<file path="src/sv/bchq_pkg.sv">
`timescale 1ns / 1ps
`default_nettype none
// ----------------------------------------------------------------------------
// bchq_pkg
// Shared types and constants of the Bayer channel histogram / quantile unit.
// ----------------------------------------------------------------------------
package bchq_pkg;

  localparam int unsigned BinCount  = 256;
  localparam int unsigned BinW      = 8;
  localparam int unsigned CountBits = 24;
  localparam int unsigned PosW      = 12;
  localparam int unsigned DimW      = 13;
  localparam int unsigned MaxDim    = 4096;
  localparam int unsigned PixW      = 10;
  localparam int unsigned QW        = 17;
  localparam int unsigned QOne      = 65536;
  localparam int unsigned LevelW    = 8;
  localparam int unsigned OpW       = 2;
  localparam int unsigned CfgIdxW   = 2;
  localparam int unsigned ChanW     = 2;
  localparam int unsigned ChanCount = 3;

  // operation codes
  localparam logic [OpW-1:0] OP_ADD   = 2'd0;
  localparam logic [OpW-1:0] OP_CLEAR = 2'd1;
  localparam logic [OpW-1:0] OP_QUERY = 2'd2;

  // configuration register indexes
  localparam logic [CfgIdxW-1:0] CFG_PATTERN = 2'd0;
  localparam logic [CfgIdxW-1:0] CFG_WIDTH   = 2'd1;
  localparam logic [CfgIdxW-1:0] CFG_HEIGHT  = 2'd2;

  // mosaic orders
  localparam logic [1:0] PAT_RGGB = 2'd0;
  localparam logic [1:0] PAT_BGGR = 2'd1;
  localparam logic [1:0] PAT_GBRG = 2'd2;
  localparam logic [1:0] PAT_GRBG = 2'd3;

  // color channels, also the upper address bits of the bin memory
  localparam logic [ChanW-1:0] CH_RED   = 2'd0;
  localparam logic [ChanW-1:0] CH_GREEN = 2'd1;
  localparam logic [ChanW-1:0] CH_BLUE  = 2'd2;

  typedef enum logic [1:0] {
    CMD_BUMP,
    CMD_CLEAR,
    CMD_QUERY
  } cmd_kind_e;

  typedef struct packed {
    cmd_kind_e        kind;
    logic [ChanW-1:0] chan;
    logic [BinW-1:0]  bin;
    logic [QW-1:0]    q;
  } cmd_t;

endpackage
`default_nettype wire

</file>
<file path="src/sv/bchq_queue.sv">
`timescale 1ns / 1ps
`default_nettype none
// ----------------------------------------------------------------------------
// bchq_queue
// Short command queue between the classifier and the histogram engine.
// ----------------------------------------------------------------------------
module bchq_queue (
  input  wire logic           clk_i,
  input  wire logic           rst_ni,
  input  wire logic           push_i,
  input  wire bchq_pkg::cmd_t cmd_i,
  output logic                full_o,
  input  wire logic           pop_i,
  output bchq_pkg::cmd_t      cmd_o,
  output logic                empty_o
);

  localparam int unsigned Depth = 4;
  localparam int unsigned PtrW  = $clog2(Depth);
  localparam int unsigned CntW  = PtrW + 1;

  bchq_pkg::cmd_t  slot_q [Depth];
  logic [PtrW-1:0] wr_q, rd_q;
  logic [CntW-1:0] cnt_q;

  assign full_o  = (cnt_q == CntW'(Depth));
  assign empty_o = (cnt_q == '0);
  assign cmd_o   = slot_q[rd_q];

  always_ff @(posedge clk_i) begin
    if (push_i) slot_q[wr_q] <= cmd_i;
  end

  always_ff @(posedge clk_i or negedge rst_ni) begin
    if (!rst_ni) begin
      wr_q  <= '0;
      rd_q  <= '0;
      cnt_q <= '0;
    end else begin
      if (push_i) wr_q <= wr_q + PtrW'(1);
      if (pop_i)  rd_q <= rd_q + PtrW'(1);
      if (push_i && !pop_i) cnt_q <= cnt_q + CntW'(1);
      else if (pop_i && !push_i) cnt_q <= cnt_q - CntW'(1);
    end
  end

endmodule
`default_nettype wire

</file>
<file path="config.mk">
export PLATFORM = sky130hd
export DESIGN_NAME = bchq_queue
export DESIGN_NICKNAME = d
export VERILOG_FILES = /design/src/sv/bchq_pkg.sv /design/src/sv/bchq_queue.sv
export SDC_FILE = /design/constraint.sdc
export NUM_CORES = 1
export LEC_CHECK = 0
export BUFFER_PORTS_ARGS = -buffer_cell sky130_fd_sc_hd__buf_2
export CAP_MARGIN = 20
export CORE_MARGIN = 2
export CORE_UTILIZATION = 55
export DETAILED_ROUTE_END_ITERATION = 8
export PLACE_DENSITY_LB_ADDON = 0.2
export SLEW_MARGIN = 15
export SYNTH_ARGS = -nofsm -noshare
export SYNTH_HDL_FRONTEND = slang
export SYNTH_SLANG_ARGS = --single-unit
</file>
<file path="constraint.sdc">
create_clock -name clk_i -period 2.8 [get_ports clk_i]
set_input_delay 0.14 -clock clk_i [delete_from_list [all_inputs] [get_ports clk_i]]
set_output_delay 0.14 -clock clk_i [all_outputs]
set_load 0.05 [all_outputs]
</file>
; ---- Word-level counts from Yosys, hierarchy flattened
; Memories as Yosys holds them, arrays and structs flattened.
; Cells that the tools add are included.
[classes]
n_reduce_logical = 6
n_addsub = 4
n_mux = 4
eq_ne = 1
[ops]
columns = cell, n
row1 = $mux 3, 2
row2 = $add 2x1->2 const B, 2
row3 = $add 3x1->3 const B, 1
row4 = $eq 3x3->1 const B, 1
row5 = $logic_not 3->1, 1
row6 = $sub 3x1->3 const B, 1
row7 = $logic_and 1x1->1, 2
row8 = $logic_not 1->1, 2
row9 = $mux 1, 2
row10 = $reduce_bool 2->1, 1
[word_totals]
wordCells = 19
input_bits = 33
ff_bits = 7
memories = 1
ram_bits = 116
out_inout_bits = 31
[memory_table]
columns = name, words, word_bits, rd, rd_clocked_by_memory_dff, wr, line_no
row1 = slot_q, 4, 29, 1, 0, 1, bchq_queue.sv:22  ; bchq_pkg::cmd_t slot_q [Depth];

; ---- Logic depth before layout (Yosys ltp)
; Gate-level depths: netlist of run 1.
[logic_depth]
ltp_word = 4
mapped_depth = 7

; ---- Least setup slack after synthesis of run 1
; No wires, ideal clock.
[synth_path]
path_type = register to output
from = register cnt_q[0]
to = output full_o
path_slack_ps = 1061
stages_incl_launch_ff = 2
t_required_ps = 2660
arrival_ps = 1599
cell_sequence = dfrtp_1 nor3b_1
[synth_via]
elab_chain_len = 1
[synth_lines]
columns = item, line_no
row1 = from (decl), bchq_queue.sv:24  ; logic [CntW-1:0] cnt_q;
row2 = from (signal assigned), bchq_queue.sv:42  ; if (push_i && !pop_i) cnt_q <= cnt_q + CntW'(1);
row3 = from (signal assigned), bchq_queue.sv:43  ; else if (pop_i && !push_i) cnt_q <= cnt_q - CntW'(1);
row4 = $eq 3x3->1, bchq_queue.sv:26  ; assign full_o = (cnt_q == CntW'(Depth));
row5 = to (decl), bchq_queue.sv:12  ; output logic full_o,
; Every way passes these cells.

==> impl_metrics.tcl, run 1 <==
set metrics [dict create \
    status "finished clean" \
    slowest_delay_ps 850 \
    cts_resized 0 \
    cts_sinks 123 \
    syn_to_final_growth_pct 31.3 \
    holdPathStages 2 \
    overflow 0 \
    fin_setup_tns_ps 0 \
    yosysUniqueCellTypes 19 \
    wl_per_cell_um 18.7 \
    worstMarginPinSlew_ps 788 \
    grt_use_total 0.193 \
    antenna_cells 0 \
    placed_cells 351 \
    htree_levels 4 \
    antenna_found_initial 0 \
    cts.path.max_buffers 2 \
    layout_common_cells "116 x edfxtp_1, 63 x buf_2, 33 x dlygate4sd3_1, 28 x mux4_2, 16 x clkbuf_16" \
    p_leak_nw 2.18 \
    grt_max_degree 30 \
    setup_viol 0 \
    relSlewSlack 0.474 \
    syn_inst 185 \
    coreArea_sq_um 8130 \
    postSynthNetCount 224 \
    power_density_nw_per_um2 1240 \
    final_common_cell "edfxtp_1" \
    slew_violations 0 \
    pin_count 64 \
    vias 2219 \
    cts_buffers 17 \
    vias_per_cell 5.33 \
    register_area_sq_um 3660 \
    syn_area_sq_um 4580 \
    start_kind "flip-flop" \
    cts_tree "done" \
    crit_chain "buf_4, mux4_2, buf_2" \
    reg2reg_to "slot_q[0][15]" \
    drt-initial-drc-count 138 \
    rsz0062_at_grt "false" \
    dp_hpwl_um 4400 \
    synth_area_leaders "edfxtp_1 76%, mux4_2 14%, dfrtp_1 3.8%, ha_1 1.4%, xor2_1 0.77%" \
    worstPathMaxFanout 23 \
    final_nets 337 \
    multi_input_area_sq_um 862 \
    drcViolationCount 0 \
    cp-end-kind "primary output" \
    cts.clk_slew.worst_paths_ps 50 \
    drt_first_pass_iters 4 \
    syn_avg_cell_area_sq_um 24.7 \
    cts_root_buffer "clkbuf_8" \
    fillCellCount 453 \
    ys_seq_area_frac 0.799 \
    yosys.area.top_type "edfxtp_1" \
    clk_latency_ps 490 \
    cp.buffers_inverters 2 \
    worstHoldPathType "input pin to flip-flop" \
    gp_congestion 0.699 \
    r2r_cells 3 \
    synth-seq-cells 123 \
    r2r-start "wr_q[0]" \
    finalHoldViolCount 0 \
    ir_drop_mv 0.670 \
    worstHoldStart "cmd_i[12]" \
    finalClockSkew_ps 5.79 \
    final-instance-count-excl-fill 416 \
    dieWidth_um 95.2 \
    fin_crit_sh 0.894 \
    dieArea_sq_um 9070 \
    yosys.area.top_type_share 0.761 \
    yosysWarnings 0 \
    holdPathEnd "slot_q[2][12]" \
    wl_um 7780 \
    port_buffers 63 \
    critPathKind "flip-flop to primary output" \
    start_util 0.563 \
    postRouteAntennaNets 0 \
    cpMaxStageDelayCell "dfrtp_2" \
    drv_cap 0 \
    cts_setup_buffers 0 \
    fin_crit_ps 2500 \
    drive_above_1_share 0.421 \
    die-height_um 95.2 \
    fp-row-count 33 \
    r2r_slack_ps 1070 \
    crit_required_ps 2660 \
    fmax_mhz 399 \
    cp_top_family "flip-flops" \
    grt_pass1_wl_um 12200 \
    cp.arrival_ps 2360 \
    first_global_vias 2393 \
]
## flip-flops by register name, summed over array words and instances (netlist names)
signal / cells
cnt_q: 3
slot_q: 116
wr_q: 2
rd_q: 2
## how the worst max path moves through the flow
stage | endpoint | slack (ps) | cells after the start | startpoint
final | cmd_o[5] | 300 | 3 | rd_q[0]
after global routing | cmd_o[1] | 100 | 3 | rd_q[0]
after CTS | cmd_o[1] | 210 | 3 | rd_q[0]
after detailed placement | cmd_o[1] | 730 | 3 | rd_q[0]
after global placement | cmd_o[1] | 740 | 3 | rd_q[0]
after floorplan | full_o | 1060 | 1 | cnt_q[0]
## worst register-to-register path, cell delays in order, from the launching register on
cell and delay, ps:
dfrtp_1 450, inv_1 110, ha_1 130, and2_2 660
## stage by stage
stage / setup slack [ps] / power, mW / cell area [sq um] / util / hold WS [ps]
2_1_floorplan: 1060 / 4.54 / 4580 / - / -156
3_3_place_gp: 741 / 5.02 / 5010 / 0.616 / -11.3
3_5_place_dp: 732 / 5.05 / 5010 / 0.616 / -11.9
4_1_cts: 212 / 7.53 / 6010 / 0.739 / 372
5_1_grt: 101 / 7.75 / 6010 / 0.739 / 384
6_report: 296 / 7.45 / 6010 / 0.739 / 398
## repair_timing
item                                   4_1_cts  5_1_grt
endpoints found under the hold margin      127        0
setup endpoints to repair                    0        0
hold buffers                                33        0
## layout make-up
class	instances	share of cell area
clock inverters	13	0.0410
inverters	4	0.00250
multi-input cells	52	0.143
clock buffers	19	0.0701
repair buffers	100	0.112
well taps	105	0.0219
flip-flops and latches	123	0.609
## cells by family after synthesis
family,synth area share
simple gates,0.0107
flops,0.799
buf+inv,0.0137
compound gates,0.00109
xor+xnor,0.0115
mux,0.146
fa+ha+maj,0.0180
## metal layers
| layer | global-route usage | up-vias | wire length [um] |
|---|---|---|---|
| met4 | 0.100 | 0 | 132 |
| met1 | 0.247 | 1131 | 3230 |
| met5 | 0 | - | 0 |
| li1 | - | 998 | - |
| met3 | 0.0593 | 12 | 447 |
| met2 | 0.302 | 78 | 3970 |
## synthesized netlist by cell type (all sizes together)
cell type	number
and2	4
nand2	2
mux2	1
edfxtp	116
ha	5
fa	1
inv	4
mux4	29
o21ai	1
buf	5
xor2	4
nor2	1
clkbuf	1
dfrtp	7
xnor2	2
nor3	1
nor3b	1
## power by group
group	internal [mW]	total (mW)	leakage (nW)	switching (mW)
Combinational	0.776	2.36	0.710	1.58
Sequential	2.43	2.67	1.15	0.242
Clock	1.71	2.43	0.326	0.717
Total	4.91	7.45	2.18	2.54
Power figures use the tool's default switching activity.
==> run 2, diff against run 1 <==
CTS_BUF_LIST = sky130_fd_sc_hd__clkbuf_4 sky130_fd_sc_hd__clkbuf_8 sky130_fd_sc_hd__clkbuf_16   (was default)
==> impl_metrics.tcl, run 2 (synthesis gave the netlist of run 1 again) <==
set metrics [dict create \
    fp-row-count 33 \
    worstPathMaxFanout 23 \
    grt_max_degree 30 \
    fin_crit_ps 2520 \
    crit_chain "buf_4, mux4_2, buf_2" \
    finalClockSkew_ps 5.82 \
    cpMaxStageDelayCell "dfrtp_2" \
    cts_resized 0 \
    cts_setup_buffers 0 \
    largest_register_ffs 116 \
    cp.arrival_ps 2380 \
    fin_setup_tns_ps 0 \
    worstMarginPinSlew_ps 794 \
    r2r-start "wr_q[0]" \
    slew_violations 0 \
    drcViolationCount 0 \
    cts_buffers 17 \
    cts_sinks 123 \
    antenna_found_initial 0 \
    clk_latency_ps 500 \
    drv_cap 0 \
    cp_top_family "flip-flops" \
    critPathKind "flip-flop to primary output" \
    fmax_mhz 396 \
    worstHoldStart "cmd_i[12]" \
    dieArea_sq_um 9070 \
    start_util 0.563 \
    cts.path.max_buffers 2 \
    final_nets 337 \
    dieWidth_um 95.2 \
    coreArea_sq_um 8130 \
    relSlewSlack 0.470 \
    drt-initial-drc-count 172 \
    grt_pass1_wl_um 12300 \
    grt_use_total 0.196 \
    fin_crit_sh 0.901 \
    crit_required_ps 2660 \
    setup_viol 0 \
    cts_root_buffer "clkbuf_8" \
    reg_top3 "slot_q (116), cnt_q (3)" \
    vias_per_cell 5.29 \
    htree_levels 4 \
    ir_drop_mv 0.670 \
    rsz0062_at_grt "false" \
    gp_congestion 0.699 \
    wl_um 7880 \
    p_leak_nw 2.19 \
    layout_common_cells "116 x edfxtp_1, 63 x buf_2, 33 x dlygate4sd3_1, 28 x mux4_2, 16 x clkbuf_16" \
    p_total_mw 7.48 \
    die-height_um 95.2 \
    syn_to_final_growth_pct 31.5 \
    start_kind "flip-flop" \
    vias 2201 \
    overflow 0 \
    pin_count 64 \
    drt_first_pass_iters 4 \
    power_density_nw_per_um2 1240 \
    final_common_cell "edfxtp_1" \
    antenna_cells 0 \
    status "finished clean" \
    port_buffers 63 \
    worstHoldPathType "input pin to flip-flop" \
    cts_tree "done" \
    wl_per_cell_um 18.9 \
    crit_start "rd_q[0]" \
    slowest_delay_ps 860 \
    cp.buffers_inverters 2 \
    finalHoldViolCount 0 \
    largest_register "slot_q" \
    cts.clk_slew.worst_paths_ps 50 \
    postRouteAntennaNets 0 \
    first_global_vias 2391 \
    drive_above_1_share 0.428 \
    dp_hpwl_um 4400 \
    cp-end-kind "primary output" \
]
[run 2: area by class of cell]
class,count,area (sq um)
clock buffers,19,429
clock inverters,13,246
fillers,454,2110
inverters,4,15.0
multi-input cells,52,862
flip-flops and latches,123,3660
well taps,105,131
repair buffers,100,676
[run 2: power by group]
group | switching (mW) | leakage [nW] | total (mW) | internal (mW)
logic | 1.59 | 0.710 | 2.36 | 0.776
clock network | 0.714 | 0.332 | 2.44 | 1.73
registers | 0.245 | 1.15 | 2.67 | 2.43
[run 2: metal layers]
metal,up-vias,global-route usage,part of all wire
li1,999,-,-
met1,1128,0.258,0.43
met2,64,0.299,0.51
met3,10,0.0593,0.048
met4,0,0.100,0.016
met5,-,0,0
[run 2: final timing paths]
path | to | slack, ps | cells after the start
worst max-delay path | cmd_o[3] | 280 | 3
worst min-delay path | slot_q[2][12] | 400 | 2
worst max register to register | slot_q[0][15] | 1060 | 3
worst min register to register | cnt_q[2] | 490 | 1
max in group asynchronous | rd_q[0] | 1920 | 3
min in group asynchronous | cnt_q[1] | 600 | 3
[run 2: repair_timing]
action | CTS | global route
setup endpoints to repair | 0 | 0
hold endpoints to repair | 127 | 0
hold buffers | 33 | 0
[run 2: through the flow]
step | util | hold WS, ps | cells | cell area [sq um] | setup WS (ps)
2_1_floorplan | - | -156 | 185 | 4580 | 1060
3_3_place_gp | 0.616 | -11.3 | 351 | 5010 | 741
3_5_place_dp | 0.616 | -11.9 | 351 | 5010 | 732
4_1_cts | 0.740 | 372 | 416 | 6020 | 212
5_1_grt | 0.740 | 385 | 416 | 6020 | 102
6_report | 0.740 | 399 | 416 | 6020 | 277
[run 2: worst register-to-register path, delay by kind of cell (launching register included)]
kind          cells  cell delay (ps)
buf+inv           1              110
simple gates      1              660
flops             1              450
fa+ha+maj         1              130
==> run 3, diff against run 2 <==
clock period = 2.55 ns   (was 2.8 ns; I/O delays follow)
==> impl_metrics.tcl, run 3 (synthesis gave the netlist of run 1 again) <==
set metrics [dict create \
    status "finished clean" \
    largest_register_ffs 116 \
    grt_max_degree 25 \
    cts.clk_slew.worst_paths_ps 60 \
    syn_to_final_growth_pct 32.0 \
    grt_pass1_wl_um 12500 \
    wl_um 8040 \
    setup_viol 0 \
    cp_top_family "flip-flops" \
    relSlewSlack 0.654 \
    critPathKind "flip-flop to primary output" \
    drt_first_pass_iters 4 \
    fillCellCount 454 \
    fin_crit_ps 2370 \
    slowest_delay_ps 610 \
    start_kind "flip-flop" \
    final.setup.worst_slack_ps 182 \
    overflow 0 \
    vias 2224 \
    coreArea_sq_um 8130 \
    cts_tree "done" \
    drcViolationCount 0 \
    die-height_um 95.2 \
    placed_cells 356 \
    port_buffers 63 \
    ir_drop_mv 0.996 \
    wl_per_cell_um 19.1 \
    worstPathMaxFanout 12 \
    largest_register "slot_q" \
    r2r_slack_ps 950 \
    gp_congestion 0.706 \
    cts_buffers 17 \
    layout_common_cells "116 x edfxtp_1, 63 x buf_2, 33 x dlygate4sd3_1, 28 x mux4_2, 16 x clkbuf_16" \
    first_global_vias 2456 \
    vias_per_cell 5.28 \
    multi_input_area_sq_um 862 \
    cp.buffers_inverters 2 \
    antenna_found_initial 0 \
    final_nets 342 \
    antenna_cells 0 \
    dp_hpwl_um 4570 \
    register_area_sq_um 3660 \
    cts.path.max_buffers 2 \
    fp-row-count 33 \
    clk_latency_ps 510 \
    crit_required_ps 2420 \
    worstMarginPinSlew_ps 519 \
    dieWidth_um 95.2 \
    dieArea_sq_um 9070 \
    cts_setup_buffers 0 \
    dp_slack_ps 714 \
    cts_resized 0 \
    drt-initial-drc-count 102 \
    cts_sinks 123 \
    finalHoldViolCount 0 \
    drive_above_1_share 0.434 \
    finalClockSkew_ps 6.92 \
    drv_cap 0 \
    power_density_nw_per_um2 1330 \
    final_common_cell "edfxtp_1" \
    fmax_mhz 422 \
    cp-end-kind "primary output" \
    cts_root_buffer "clkbuf_8" \
    crit_chain "buf_4, mux4_1, buf_2" \
    grt_use_total 0.200 \
    cp.arrival_ps 2240 \
    postRouteAntennaNets 0 \
    htree_levels 4 \
    p_leak_nw 2.19 \
    slew_violations 0 \
    reg_top3 "slot_q (116), cnt_q (3)" \
    worstHoldPathType "input pin to flip-flop" \
    final-instance-count-excl-fill 421 \
    rsz0062_at_grt "false" \
    fin_crit_sh 0.929 \
    ctsHoldBuffers 33 \
    fin_setup_tns_ps 0 \
    cpMaxStageDelayCell "dfrtp_2" \
    pin_count 64 \
    start_util 0.563 \
]
run 3: cell types whose count changed in the layout (fill, tap and decap cells not counted), sizes merged:
cell / change
clkbuf: -2
bufinv: -3
clkinvlp: +1
buf: +5
clkinv: +3
inv: +1
run 3: metal layers:
metal	GRT usage	share of wire	up-vias
met5	0	0	-
met4	0.0556	0.0057	0
met3	0.0767	0.045	4
met2	0.336	0.54	65
met1	0.243	0.41	1144
li1	-	-	1011
run 3: path summary, 6_finish.rpt:
kind                                 from             to  cells past startpoint
min in group asynchronous          rst_ni       cnt_q[2]                      3
worst min register to register   cnt_q[2]       cnt_q[2]                      1
worst min-delay path            cmd_i[17]  slot_q[3][17]                      2
max in group asynchronous          rst_ni        rd_q[0]                      3
worst max register to register    wr_q[0]   slot_q[3][8]                      3
worst max-delay path              rd_q[0]      cmd_o[24]                      3
run 3: worst register-to-register path, cell delays in order, from the launching register on:
cell and delay [ps]:
dfrtp_1 410, ha_1 160, and2_2 470, buf_4 270
run 3: stage by stage:
stage	total power [mW]	hold slack (ps)	cell area, sq um	util
2_1_floorplan	4.99	-168	4580	-
3_3_place_gp	5.61	-24.0	5100	0.627
3_5_place_dp	5.64	-23.8	5100	0.627
4_1_cts	8.13	346	6040	0.743
5_1_grt	8.37	346	6040	0.743
6_report	8.04	369	6040	0.743
run 3: power breakdown:
part | switching (mW) | internal (mW)
registers | 0.206 | 2.66
logic | 1.83 | 0.929
clock network | 0.830 | 1.58
total | 2.87 | 5.17
run 3: area by class of cell:
cell class / count / share of cell area
clock buffer: 17 / 0.0685
clock inverter: 15 / 0.0327
timing repair buffer: 105 / 0.126
tap: 105 / 0.0217
multi-input combinational: 52 / 0.143
sequential: 123 / 0.606
inverter: 4 / 0.00248
