==> config.mk <==
export PLATFORM = sky130hd
export DESIGN_NAME = bchq_front_flat
export DESIGN_NICKNAME = d
export VERILOG_FILES = /design/src/sv/bchq_pkg.sv /design/src/sv/bchq_in_if.sv /design/src/sv/bchq_front.sv /design/src/flat_wrapper.sv
export SDC_FILE = /design/constraint.sdc
export NUM_CORES = 1
export LEC_CHECK = 0
export ABC_AREA = 1
export BUFFER_PORTS_ARGS = -buffer_cell sky130_fd_sc_hd__buf_2
export CORE_ASPECT_RATIO = 1.75
export CORE_MARGIN = 2
export CORE_UTILIZATION = 35
export DETAILED_ROUTE_END_ITERATION = 10
export HOLD_SLACK_MARGIN = 0.08
export PLACE_DENSITY = 0.53
export SLEW_MARGIN = 10
export SYNTH_ARGS = -nofsm -noshare
export SYNTH_HDL_FRONTEND = slang
export SYNTH_SLANG_ARGS = --single-unit
==> constraint.sdc <==
create_clock -name clk_i -period 6.2 [get_ports clk_i]
set_input_delay 0.62 -clock clk_i [delete_from_list [all_inputs] [get_ports clk_i]]
set_output_delay 0.62 -clock clk_i [all_outputs]
set_load 0.005 [all_outputs]
==> src/sv/bchq_pkg.sv <==
`timescale 1ns / 1ps
`default_nettype none
// ----------------------------------------------------------------------------
// bchq_pkg
// Shared types and constants of the Bayer channel histogram / quantile unit.
// ----------------------------------------------------------------------------
package bchq_pkg;

  localparam int unsigned BinCount  = 256;
  localparam int unsigned BinW      = 8;
  localparam int unsigned CountBits = 24;
  localparam int unsigned PosW      = 12;
  localparam int unsigned DimW      = 13;
  localparam int unsigned MaxDim    = 4096;
  localparam int unsigned PixW      = 10;
  localparam int unsigned QW        = 17;
  localparam int unsigned QOne      = 65536;
  localparam int unsigned LevelW    = 8;
  localparam int unsigned OpW       = 2;
  localparam int unsigned CfgIdxW   = 2;
  localparam int unsigned ChanW     = 2;
  localparam int unsigned ChanCount = 3;

  // operation codes
  localparam logic [OpW-1:0] OP_ADD   = 2'd0;
  localparam logic [OpW-1:0] OP_CLEAR = 2'd1;
  localparam logic [OpW-1:0] OP_QUERY = 2'd2;

  // configuration register indexes
  localparam logic [CfgIdxW-1:0] CFG_PATTERN = 2'd0;
  localparam logic [CfgIdxW-1:0] CFG_WIDTH   = 2'd1;
  localparam logic [CfgIdxW-1:0] CFG_HEIGHT  = 2'd2;

  // mosaic orders
  localparam logic [1:0] PAT_RGGB = 2'd0;
  localparam logic [1:0] PAT_BGGR = 2'd1;
  localparam logic [1:0] PAT_GBRG = 2'd2;
  localparam logic [1:0] PAT_GRBG = 2'd3;

  // color channels, also the upper address bits of the bin memory
  localparam logic [ChanW-1:0] CH_RED   = 2'd0;
  localparam logic [ChanW-1:0] CH_GREEN = 2'd1;
  localparam logic [ChanW-1:0] CH_BLUE  = 2'd2;

  typedef enum logic [1:0] {
    CMD_BUMP,
    CMD_CLEAR,
    CMD_QUERY
  } cmd_kind_e;

  typedef struct packed {
    cmd_kind_e        kind;
    logic [ChanW-1:0] chan;
    logic [BinW-1:0]  bin;
    logic [QW-1:0]    q;
  } cmd_t;

endpackage
`default_nettype wire

==> src/sv/bchq_in_if.sv <==
`timescale 1ns / 1ps
`default_nettype none
// ----------------------------------------------------------------------------
// bchq_in_if
// Input item channel: operation, pixel sample, frame start, quantile level.
// ----------------------------------------------------------------------------
interface bchq_in_if;
  logic                         valid;
  logic                         ready;
  logic [bchq_pkg::OpW-1:0]     operation;
  logic [bchq_pkg::PixW-1:0]    pixel_value;
  logic                         frame_start;
  logic [bchq_pkg::QW-1:0]      quantile_level;

  modport source (output valid, operation, pixel_value, frame_start, quantile_level,
                  input ready);
  modport sink   (input valid, operation, pixel_value, frame_start, quantile_level,
                  output ready);
endinterface
`default_nettype wire

==> src/sv/bchq_front.sv <==
`timescale 1ns / 1ps
`default_nettype none
// ----------------------------------------------------------------------------
// bchq_front
// Accepts items, tracks raster position and classifies each into a command.
// ----------------------------------------------------------------------------
module bchq_front (
  input  wire logic                          clk_i,
  input  wire logic                          rst_ni,
  bchq_in_if.sink                            in_i,
  input  wire logic                          cfg_we_i,
  input  wire logic [bchq_pkg::CfgIdxW-1:0]  cfg_idx_i,
  input  wire logic [bchq_pkg::DimW-1:0]     cfg_wdata_i,
  input  wire logic                          init_done_i,
  input  wire logic                          q_full_i,
  output logic                               push_o,
  output bchq_pkg::cmd_t                     cmd_o
);

  localparam int unsigned PosW = bchq_pkg::PosW;
  localparam int unsigned DimW = bchq_pkg::DimW;

  logic [1:0]      pattern_q;
  logic [DimW-1:0] width_q, height_q;
  logic [PosW-1:0] col_q, row_q;

  logic [DimW-1:0] w_cl, h_cl, w_even, h_even;
  logic [PosW-1:0] col_cur, row_cur, col_inc, row_inc, col_nxt, row_nxt;
  logic            col_wrap, in_area, accept;
  logic            rp, cp, green_even, is_green, red_row;
  logic [bchq_pkg::ChanW-1:0] chan;

  always_comb begin
    w_cl = width_q;
    if (width_q == '0) w_cl = DimW'(1);
    else if (width_q > DimW'(bchq_pkg::MaxDim)) w_cl = DimW'(bchq_pkg::MaxDim);
    h_cl = height_q;
    if (height_q == '0) h_cl = DimW'(1);
    else if (height_q > DimW'(bchq_pkg::MaxDim)) h_cl = DimW'(bchq_pkg::MaxDim);
  end

  assign w_even = {w_cl[DimW-1:1], 1'b0};
  assign h_even = {h_cl[DimW-1:1], 1'b0};

  assign col_cur = in_i.frame_start ? '0 : col_q;
  assign row_cur = in_i.frame_start ? '0 : row_q;
  assign in_area = ({1'b0, col_cur} < w_even) && ({1'b0, row_cur} < h_even);

  assign col_inc  = col_cur + PosW'(1);
  assign col_wrap = ({1'b0, col_inc} >= w_cl) || (col_inc == '0);
  assign row_inc  = row_cur + PosW'(1);

  always_comb begin
    col_nxt = col_inc;
    row_nxt = row_cur;
    if (col_wrap) begin
      col_nxt = '0;
      row_nxt = ({1'b0, row_inc} >= h_cl) ? '0 : row_inc;
    end
  end

  // color of the site
  assign rp         = row_cur[0];
  assign cp         = col_cur[0];
  assign green_even = (pattern_q == bchq_pkg::PAT_GBRG) || (pattern_q == bchq_pkg::PAT_GRBG);
  assign is_green   = green_even ? ((rp ^ cp) == 1'b0) : ((rp ^ cp) == 1'b1);
  assign red_row    = (pattern_q == bchq_pkg::PAT_BGGR) || (pattern_q == bchq_pkg::PAT_GBRG);

  always_comb begin
    if (is_green) chan = bchq_pkg::CH_GREEN;
    else if (rp == red_row) chan = bchq_pkg::CH_RED;
    else chan = bchq_pkg::CH_BLUE;
  end

  assign in_i.ready = init_done_i && !q_full_i;
  assign accept     = in_i.valid && in_i.ready;

  always_comb begin
    cmd_o.kind = bchq_pkg::CMD_BUMP;
    cmd_o.chan = chan;
    cmd_o.bin  = in_i.pixel_value[bchq_pkg::PixW-1 -: bchq_pkg::BinW];
    cmd_o.q    = (in_i.quantile_level > bchq_pkg::QW'(bchq_pkg::QOne)) ?
                 bchq_pkg::QW'(bchq_pkg::QOne) : in_i.quantile_level;
    push_o     = 1'b0;
    unique case (in_i.operation)
      bchq_pkg::OP_ADD: begin
        push_o = accept && in_area;
      end
      bchq_pkg::OP_CLEAR: begin
        cmd_o.kind = bchq_pkg::CMD_CLEAR;
        push_o     = accept;
      end
      bchq_pkg::OP_QUERY: begin
        cmd_o.kind = bchq_pkg::CMD_QUERY;
        push_o     = accept;
      end
      default: begin
        push_o = 1'b0;
      end
    endcase
  end

  // configuration registers
  always_ff @(posedge clk_i or negedge rst_ni) begin
    if (!rst_ni) begin
      pattern_q <= bchq_pkg::PAT_RGGB;
      width_q   <= DimW'(1920);
      height_q  <= DimW'(1080);
    end else if (cfg_we_i) begin
      unique case (cfg_idx_i)
        bchq_pkg::CFG_PATTERN: pattern_q <= cfg_wdata_i[1:0];
        bchq_pkg::CFG_WIDTH:   width_q   <= cfg_wdata_i;
        bchq_pkg::CFG_HEIGHT:  height_q  <= cfg_wdata_i;
        default: begin
        end
      endcase
    end
  end

  // raster position, advanced by every accepted pixel
  always_ff @(posedge clk_i or negedge rst_ni) begin
    if (!rst_ni) begin
      col_q <= '0;
      row_q <= '0;
    end else if (accept && (in_i.operation == bchq_pkg::OP_ADD)) begin
      col_q <= col_nxt;
      row_q <= row_nxt;
    end
  end

endmodule
`default_nettype wire

==> src/flat_wrapper.sv <==
// flat-port wrapper written by rule: the top's interface ports become plain ports
module bchq_front_flat 
  (clk_i, rst_ni, cfg_we_i, cfg_idx_i, cfg_wdata_i, init_done_i, q_full_i, push_o, cmd_o, in_i_valid, in_i_operation, in_i_pixel_value, in_i_frame_start, in_i_quantile_level, in_i_ready);
  bchq_in_if in_i_i ();
  input  wire logic clk_i;
  input  wire logic rst_ni;
  input  wire logic cfg_we_i;
  input  wire logic [bchq_pkg::CfgIdxW-1:0] cfg_idx_i;
  input  wire logic [bchq_pkg::DimW-1:0] cfg_wdata_i;
  input  wire logic init_done_i;
  input  wire logic q_full_i;
  output logic push_o;
  output bchq_pkg::cmd_t cmd_o;
  input wire logic [$bits(in_i_i.valid)-1:0] in_i_valid;
  input wire logic [$bits(in_i_i.operation)-1:0] in_i_operation;
  input wire logic [$bits(in_i_i.pixel_value)-1:0] in_i_pixel_value;
  input wire logic [$bits(in_i_i.frame_start)-1:0] in_i_frame_start;
  input wire logic [$bits(in_i_i.quantile_level)-1:0] in_i_quantile_level;
  output wire logic [$bits(in_i_i.ready)-1:0] in_i_ready;
  assign in_i_i.valid = in_i_valid;
  assign in_i_i.operation = in_i_operation;
  assign in_i_i.pixel_value = in_i_pixel_value;
  assign in_i_i.frame_start = in_i_frame_start;
  assign in_i_i.quantile_level = in_i_quantile_level;
  assign in_i_ready = in_i_i.ready;
  bchq_front u_core (.clk_i(clk_i), .rst_ni(rst_ni), .in_i(in_i_i), .cfg_we_i(cfg_we_i), .cfg_idx_i(cfg_idx_i), .cfg_wdata_i(cfg_wdata_i), .init_done_i(init_done_i), .q_full_i(q_full_i), .push_o(push_o), .cmd_o(cmd_o));
endmodule
======== Word-level counts from Yosys, hierarchy flattened ========
Cells that the tools add are included.
W data, S select, Z words.
cells by class
  bitwise gates (word level) .............. 2
  add/sub/neg operators ................... 2
  magnitude comparators ................... 7
  reduce and logical (&&, ||, !) cells .... 18
  divide/modulo/power cells ............... 0
  $mul .................................... 0
  mux-type cells .......................... 15
  eq/ne operators ......................... 8
  shifts and indexed selects .............. 0
operators with widths
  cell                     count
  $mux W12                 5
  $mux W13                 4
  $ge A12 B13 Y1           2
  $gt A13 B13 Y1 const B   2
  $logic_not A13 Y1        2
  $lt A12 B13 Y1           2
  $add A12 B1 Y12 const B  2
  $gt A17 B17 Y1 const B   1
  $mux W17                 1
  $logic_not A12 Y1        1
  $eq A2 B2 Y1 const B     4
  $eq A2 B1 Y1 const B     3
  $reduce_and A2 Y1        3
  $logic_and A1 B1 Y1      5
  $logic_not A2 Y1         2
  $mux W2                  2
  $pmux W2 S2              1
  $logic_or A1 B1 Y1       3
  $pmux W1 S2              1
  $reduce_or A2 Y1         1
  $eq A1 B1 Y1             1
  $logic_not A1 Y1         1
  $mux W1                  1
  $not A1 Y1               1
  $xor A1 B1 Y1            1
word-level totals
  word-level logic and storage cells ...... 57
  latch bits .............................. 0
  output and inout bits ................... 31
  memory bits (writable) .................. 0
  memories kept ........................... 0
  input bits .............................. 51
  register bits after elaboration ......... 52
  bits in read-only memories .............. 0

======== Logic depth before layout (Yosys ltp) ========
  depth in word-level cells ............... 7
  gate-level depth with buffers ........... 24
  depth with buffers taken out ............ 21

======== Worst setup path after synthesis ========
No wires, ideal clock.
  kind .................................... input -> register
  from .................................... in in_i_frame_start
  to ...................................... reg u_core.row_q[5]
  cell stages on the path ................. 17
  library setup time ...................... 0.117 ns
  required time ........................... 6.083 ns
  data arrival time ....................... 3.148 ns
  path slack .............................. 2.935 ns
  path buffers ............................ 3
  cell sequence ........................... buf_6 -> nor2_1 -> ha_1 -> clkbuf_1 -> nand3_1 -> xor2_1 -> inv_1 -> ha_1 -> a21oi_1 -> o21ai_0 -> o21ai_0 -> nand2_1 -> nor2_2 -> buf_2 -> nand3_1 -> nand3_1 -> nand2_1
between the ends
  word-level cells in the longest chain between the ends .. 5
  elaborated cells between the ends (all ways) .. 10
  those cells by class .................... add/sub (2); order compare (2); mux (4); reduce/logical (2)
RTL lines
  element                                                line                                text
  start, declared                                        flat_wrapper.sv:17                  input wire logic [$bits(in_i_i.frame_start)-1:0] in_i_frame_start;
  $mux W12, on equally long branches                     bchq_front.sv:46, bchq_front.sv:45
  $add A12 B1 Y12, on equally long branches              bchq_front.sv:51, bchq_front.sv:49
  $ge A12 B13 Y1, or another cell as far along           bchq_front.sv:58                    row_nxt = ({1'b0, row_inc} >= h_cl) ? '0 : row_inc;
  $mux W12 / $logic_or A1 B1 Y1 (equally long branches)  bchq_front.sv:58, bchq_front.sv:50
  $mux W12 (*)                                           bchq_front.sv:56                    if (col_wrap) begin
  end signal, assigned                                   bchq_front.sv:127                   row_q <= row_nxt;
  end, declared                                          bchq_front.sv:25                    logic [PosW-1:0] col_q, row_q;
Every way passes the cells marked *; elsewhere a longest branch is shown, timed or not.
A chain may end at the register's enable or synchronous reset.

======== Worst setup path in the final report ========
  from .................................... in in_i_frame_start
  to ...................................... reg u_core.row_q[1]
Same word-level chain as after synthesis.

==> reports/results.env <==
RR_WORST_DEPTH=17
FINAL_HOLD_VIOL_COUNT=0
H-TREE-DEPTH=2
WL_PER_CELL_UM=14.0
CHIPWIDTH_UM=91.5
CP_DATA_ARRIVAL_TIME_NS=4.21
MIN-DELAY-PATH-CLASS='in2async'
TOTAL_GLOBAL_ROUTING_TRACK_UTILIZATION=0.183
DRTANTENNAVIOLNETS=0
MAX_CAP_VIOLATIONS=0
END_KIND='flip-flop'
ANTENNA_FOUND_INITIAL=0
CLK_LAT_WORST_SKEW_NS=0.30
POST_CTS.RESIZED_INSTANCES=0
FINAL_PERIOD_MINUS_WORST_SETUP_SLACK_NS=3.97
SYNTH_FP_NETS=786
FLOORPLAN.INITIALDENSITY=0.354
CRITPATHMAXFANOUT=22
GRT_PASS1_WL_MM=21.0
SYNTH_COMPOUND_GATE_AREA_SHARE=0.0953
SLEW_HEADROOM=0.291
POST_SYNTH_XOR_AREA_FRACTION=0.0224
CLOCK_SKEW_NS=0.00558
WORSTMARGINPINSLEW_NS=1.06
DIEAREA_UM2=14400
PLACEMENTROWS=56
DETAIL_ROUTE.DRC_VIOLATIONS=0
FIRST_GLOBAL_VIAS=4401
SYNTHDOMINANTCELLAREASHARE=0.235
PLACEABLECOREAREA_UM2=13200
DRT_FIRST_PASS_ITERS=5
NETS=830
VIAS=4407
DOMINANTREGCELLSYNTH='sky130_fd_sc_hd__dfrtp_1'
GRT_SETUP_UNREPAIRED='false'
NUMCLOCKSINKS=52
ADDER_CELL_FRACTION_OF_SYNTH_AREA=0.139
RUN_STATUS='finished, final reports clean'
POWER-PER-CELL-AREA_nW_PER_UM2=290
POST-CTS-SETUP-BUFFERS=0
DRV_SLEW=0
POST_SYNTH_INSTANCE_AREA_UM2=4690
CTS.HOLD.BUFFERS_ADDED=0
CLKTRANSATPATHREGS_NS=0.07
SYNTH-SEQ-CELLS=52
NFILLCELLS=1415
SYNTH_LARGEST_AREA_CELL='sky130_fd_sc_hd__dfrtp_1'
REG2REG_FROM='u_core.col_q[0]$_DFFE_PN0P_'
REGTOREGSETUPSLACK_NS=2.50
FP.DIEH_UM=157
SYNTH_SEQUENTIAL_AREA_RATIO=0.280
PLACE_CONGESTION=0.853
IOPINCOUNT=82
FINALSETUPTNS_NS=0
CTS_BUFFERS=5
FINALSETUPVIOLATIONS=0
PLACE.PORT_BUFFERS=63
SYNTH_CELL_TYPES=40
SYN_AVG_CELL_AREA_UM2=6.86
FINALCRITPERIODSHARE=0.640
GRT_MAX_DEGREE=53
SYN_INST=683
SYNTHTOPCELLSBYCOUNT='177 x sky130_fd_sc_hd__nand2_1, 102 x sky130_fd_sc_hd__inv_1, 52 x sky130_fd_sc_hd__ha_1'
DRIVE_ABOVE_1_SHARE=0.170
N_ANTENNA_CELL=0
LARGEST_FAMILY_OF_LOGIC_CELLS_BY_SYNTHESIZED_AREA='simple AND/OR/NAND/NOR gates'
CRITICAL_PATH_CLASS='in2reg'
SYNTHMOSTINSTANTIATEDCELL='sky130_fd_sc_hd__nand2_1'
SYNTH.MUX.AREA_FRACTION=0
WORST-ENDPOINT-REQUIRED_NS=6.44
TOTAL_LEAKAGE_POWER_nW=2.89
WORSTREG2REGEND='u_core.row_q[1]$_DFFE_PN0P_'
WORSTSETUPSTARTPOINTTYPE='input port'
ASYNC_RESET_FF_FRAC=1.00
MAX-VDD-IR-DROP_V=0.000160
SYNTH-EDFF-COUNT=0
TOTALWIRELENGTH_MM=12.6
AREA_GROWTH_SYN_TO_LAYOUT_PCT=12.4
MINIMUM_HOLD_SLACK_NS=0.428
DRT_ITER0_MARKERS=194
PLACE_WS_NS=1.90
YS.WARNINGS.COUNT=0
GRT_OVERFLOW=0
CLOCK_TREE_BUFFER_DEPTH=2
TIMING.FMAX_GHz=0.252
DETAILEDPLACEMENTHPWL_MM=10.1
CTS-ROOT-BUF='sky130_fd_sc_hd__clkbuf_16'
CTS_TREE='yes'
SYNTH.AREA.TOP_CELLS='sky130_fd_sc_hd__dfrtp_1 23%, sky130_fd_sc_hd__nand2_1 14%, sky130_fd_sc_hd__ha_1 14%'
DETAIL_ROUTE.VIAS_PER_CELL=4.89
WORST_SLACK_NS=2.23
SYNTH-SIMPLE-AREA-SHARE=0.333
-- registers in the layout, indices dropped and copies added, names as in the netlist --
name and count:
u_core.col_q 12, u_core.pattern_q 2, u_core.width_q 13, u_core.row_q 12, u_core.height_q 13
-- report_power, final --
part / switching [W] / internal (W) / leakage [nW] / total, W
Combinational: 0.000393 / 0.000232 / 2.14 / 0.000625
Clock: 0.000139 / 0.000273 / 0.104 / 0.000411
Sequential: 0.0000679 / 0.000421 / 0.646 / 0.000489
Total: 0.000599 / 0.000925 / 2.89 / 0.00152
-- stage by stage --
stage / util / power, W / cells / cell area [um2]
2_1_floorplan: - / 0.000970 / 683 / 4690
3_3_place_gp: 0.381 / 0.00110 / 894 / 5040
3_5_place_dp: 0.381 / 0.00112 / 894 / 5040
4_1_cts: 0.397 / 0.00154 / 902 / 5260
5_1_grt: 0.398 / 0.00165 / 902 / 5270
6_report: 0.398 / 0.00152 / 902 / 5270
-- worst max-delay path, stage by stage --
cell,delay [ns]
sky130_fd_sc_hd__buf_2,0.42
sky130_fd_sc_hd__inv_8,0.15
sky130_fd_sc_hd__nand2_2,0.15
sky130_fd_sc_hd__inv_1,0.06
sky130_fd_sc_hd__ha_1,0.30
sky130_fd_sc_hd__nand3_1,0.14
sky130_fd_sc_hd__xor2_1,0.20
sky130_fd_sc_hd__inv_1,0.09
sky130_fd_sc_hd__ha_1,0.32
sky130_fd_sc_hd__a21oi_1,0.12
sky130_fd_sc_hd__o21ai_0,0.09
sky130_fd_sc_hd__o21ai_0,0.20
sky130_fd_sc_hd__nand2_1,0.09
sky130_fd_sc_hd__nor2_2,0.61
sky130_fd_sc_hd__nand2_4,0.36
sky130_fd_sc_hd__nand2_1,0.14
sky130_fd_sc_hd__nand3_1,0.07
sky130_fd_sc_hd__nand2_1,0.07
-- layout make-up --
cell class                 count  area [um2]  share of cell area
clock buffer                   5         125              0.0238
clock inverter                 3        90.1              0.0171
inverter                     108         413              0.0784
multi-input combinational    494        2770               0.526
sequential                    52        1310               0.249
tap                          174         218              0.0413
timing repair buffer          66         338              0.0641
-- layer usage --
metal,share of wire,wire [um],vias up,global-route usage
met5,0,0,-,0
met4,0.032,399,0,0.0758
met3,0.037,472,19,0.0182
met2,0.52,6630,127,0.352
met1,0.41,5130,1985,0.202
li1,-,-,2276,-
-- kinds of logic after synthesis --
group | Yosys count
adders and majority gates | 52
DFF | 52
AOI/OAI and AO/OA | 84
and+or+nand+nor | 346
xor gates and xnor gates | 12
buffers and inverters | 137
-- layout by cell type (no fill, tap or decap), types with 2 or more instances in the layout --
| cell | n |
|---|---|
| sky130_fd_sc_hd__nand2_4 | 2 |
| sky130_fd_sc_hd__o21ai_1 | 5 |
| sky130_fd_sc_hd__ha_1 | 52 |
| sky130_fd_sc_hd__bufinv_16 | 3 |
| sky130_fd_sc_hd__nand3_2 | 2 |
| sky130_fd_sc_hd__inv_1 | 102 |
| sky130_fd_sc_hd__clkbuf_16 | 5 |
| sky130_fd_sc_hd__nor2_1 | 50 |
| sky130_fd_sc_hd__o21ai_0 | 43 |
| sky130_fd_sc_hd__nor3_1 | 9 |
| sky130_fd_sc_hd__nand4_1 | 15 |
| sky130_fd_sc_hd__buf_2 | 63 |
| sky130_fd_sc_hd__o211ai_1 | 2 |
| sky130_fd_sc_hd__nand3_1 | 51 |
| sky130_fd_sc_hd__a21oi_1 | 23 |
| sky130_fd_sc_hd__nand2_1 | 177 |
| sky130_fd_sc_hd__o22ai_1 | 6 |
| sky130_fd_sc_hd__dfstp_2 | 8 |
| sky130_fd_sc_hd__xor2_1 | 11 |
| sky130_fd_sc_hd__nor4_1 | 6 |
| sky130_fd_sc_hd__inv_2 | 5 |
| sky130_fd_sc_hd__nor2_2 | 16 |
| sky130_fd_sc_hd__dfrtp_1 | 44 |
| sky130_fd_sc_hd__buf_4 | 3 |
| sky130_fd_sc_hd__nand2_2 | 12 |
-- how the worst max path moves through the flow --
stage	end	from	cells after the start
after floorplan	u_core.row_q[5]$_DFFE_PN0P_	in_i_frame_start	17
after global placement	u_core.row_q[0]$_DFFE_PN0P_	in_i_frame_start	18
after detailed placement	u_core.row_q[1]$_DFFE_PN0P_	in_i_frame_start	18
after CTS	u_core.row_q[1]$_DFFE_PN0P_	in_i_frame_start	18
after global routing	u_core.row_q[10]$_DFFE_PN0P_	in_i_frame_start	18
final	u_core.row_q[1]$_DFFE_PN0P_	in_i_frame_start	18
No activity file was read; power rests on OpenSTA's default activity.
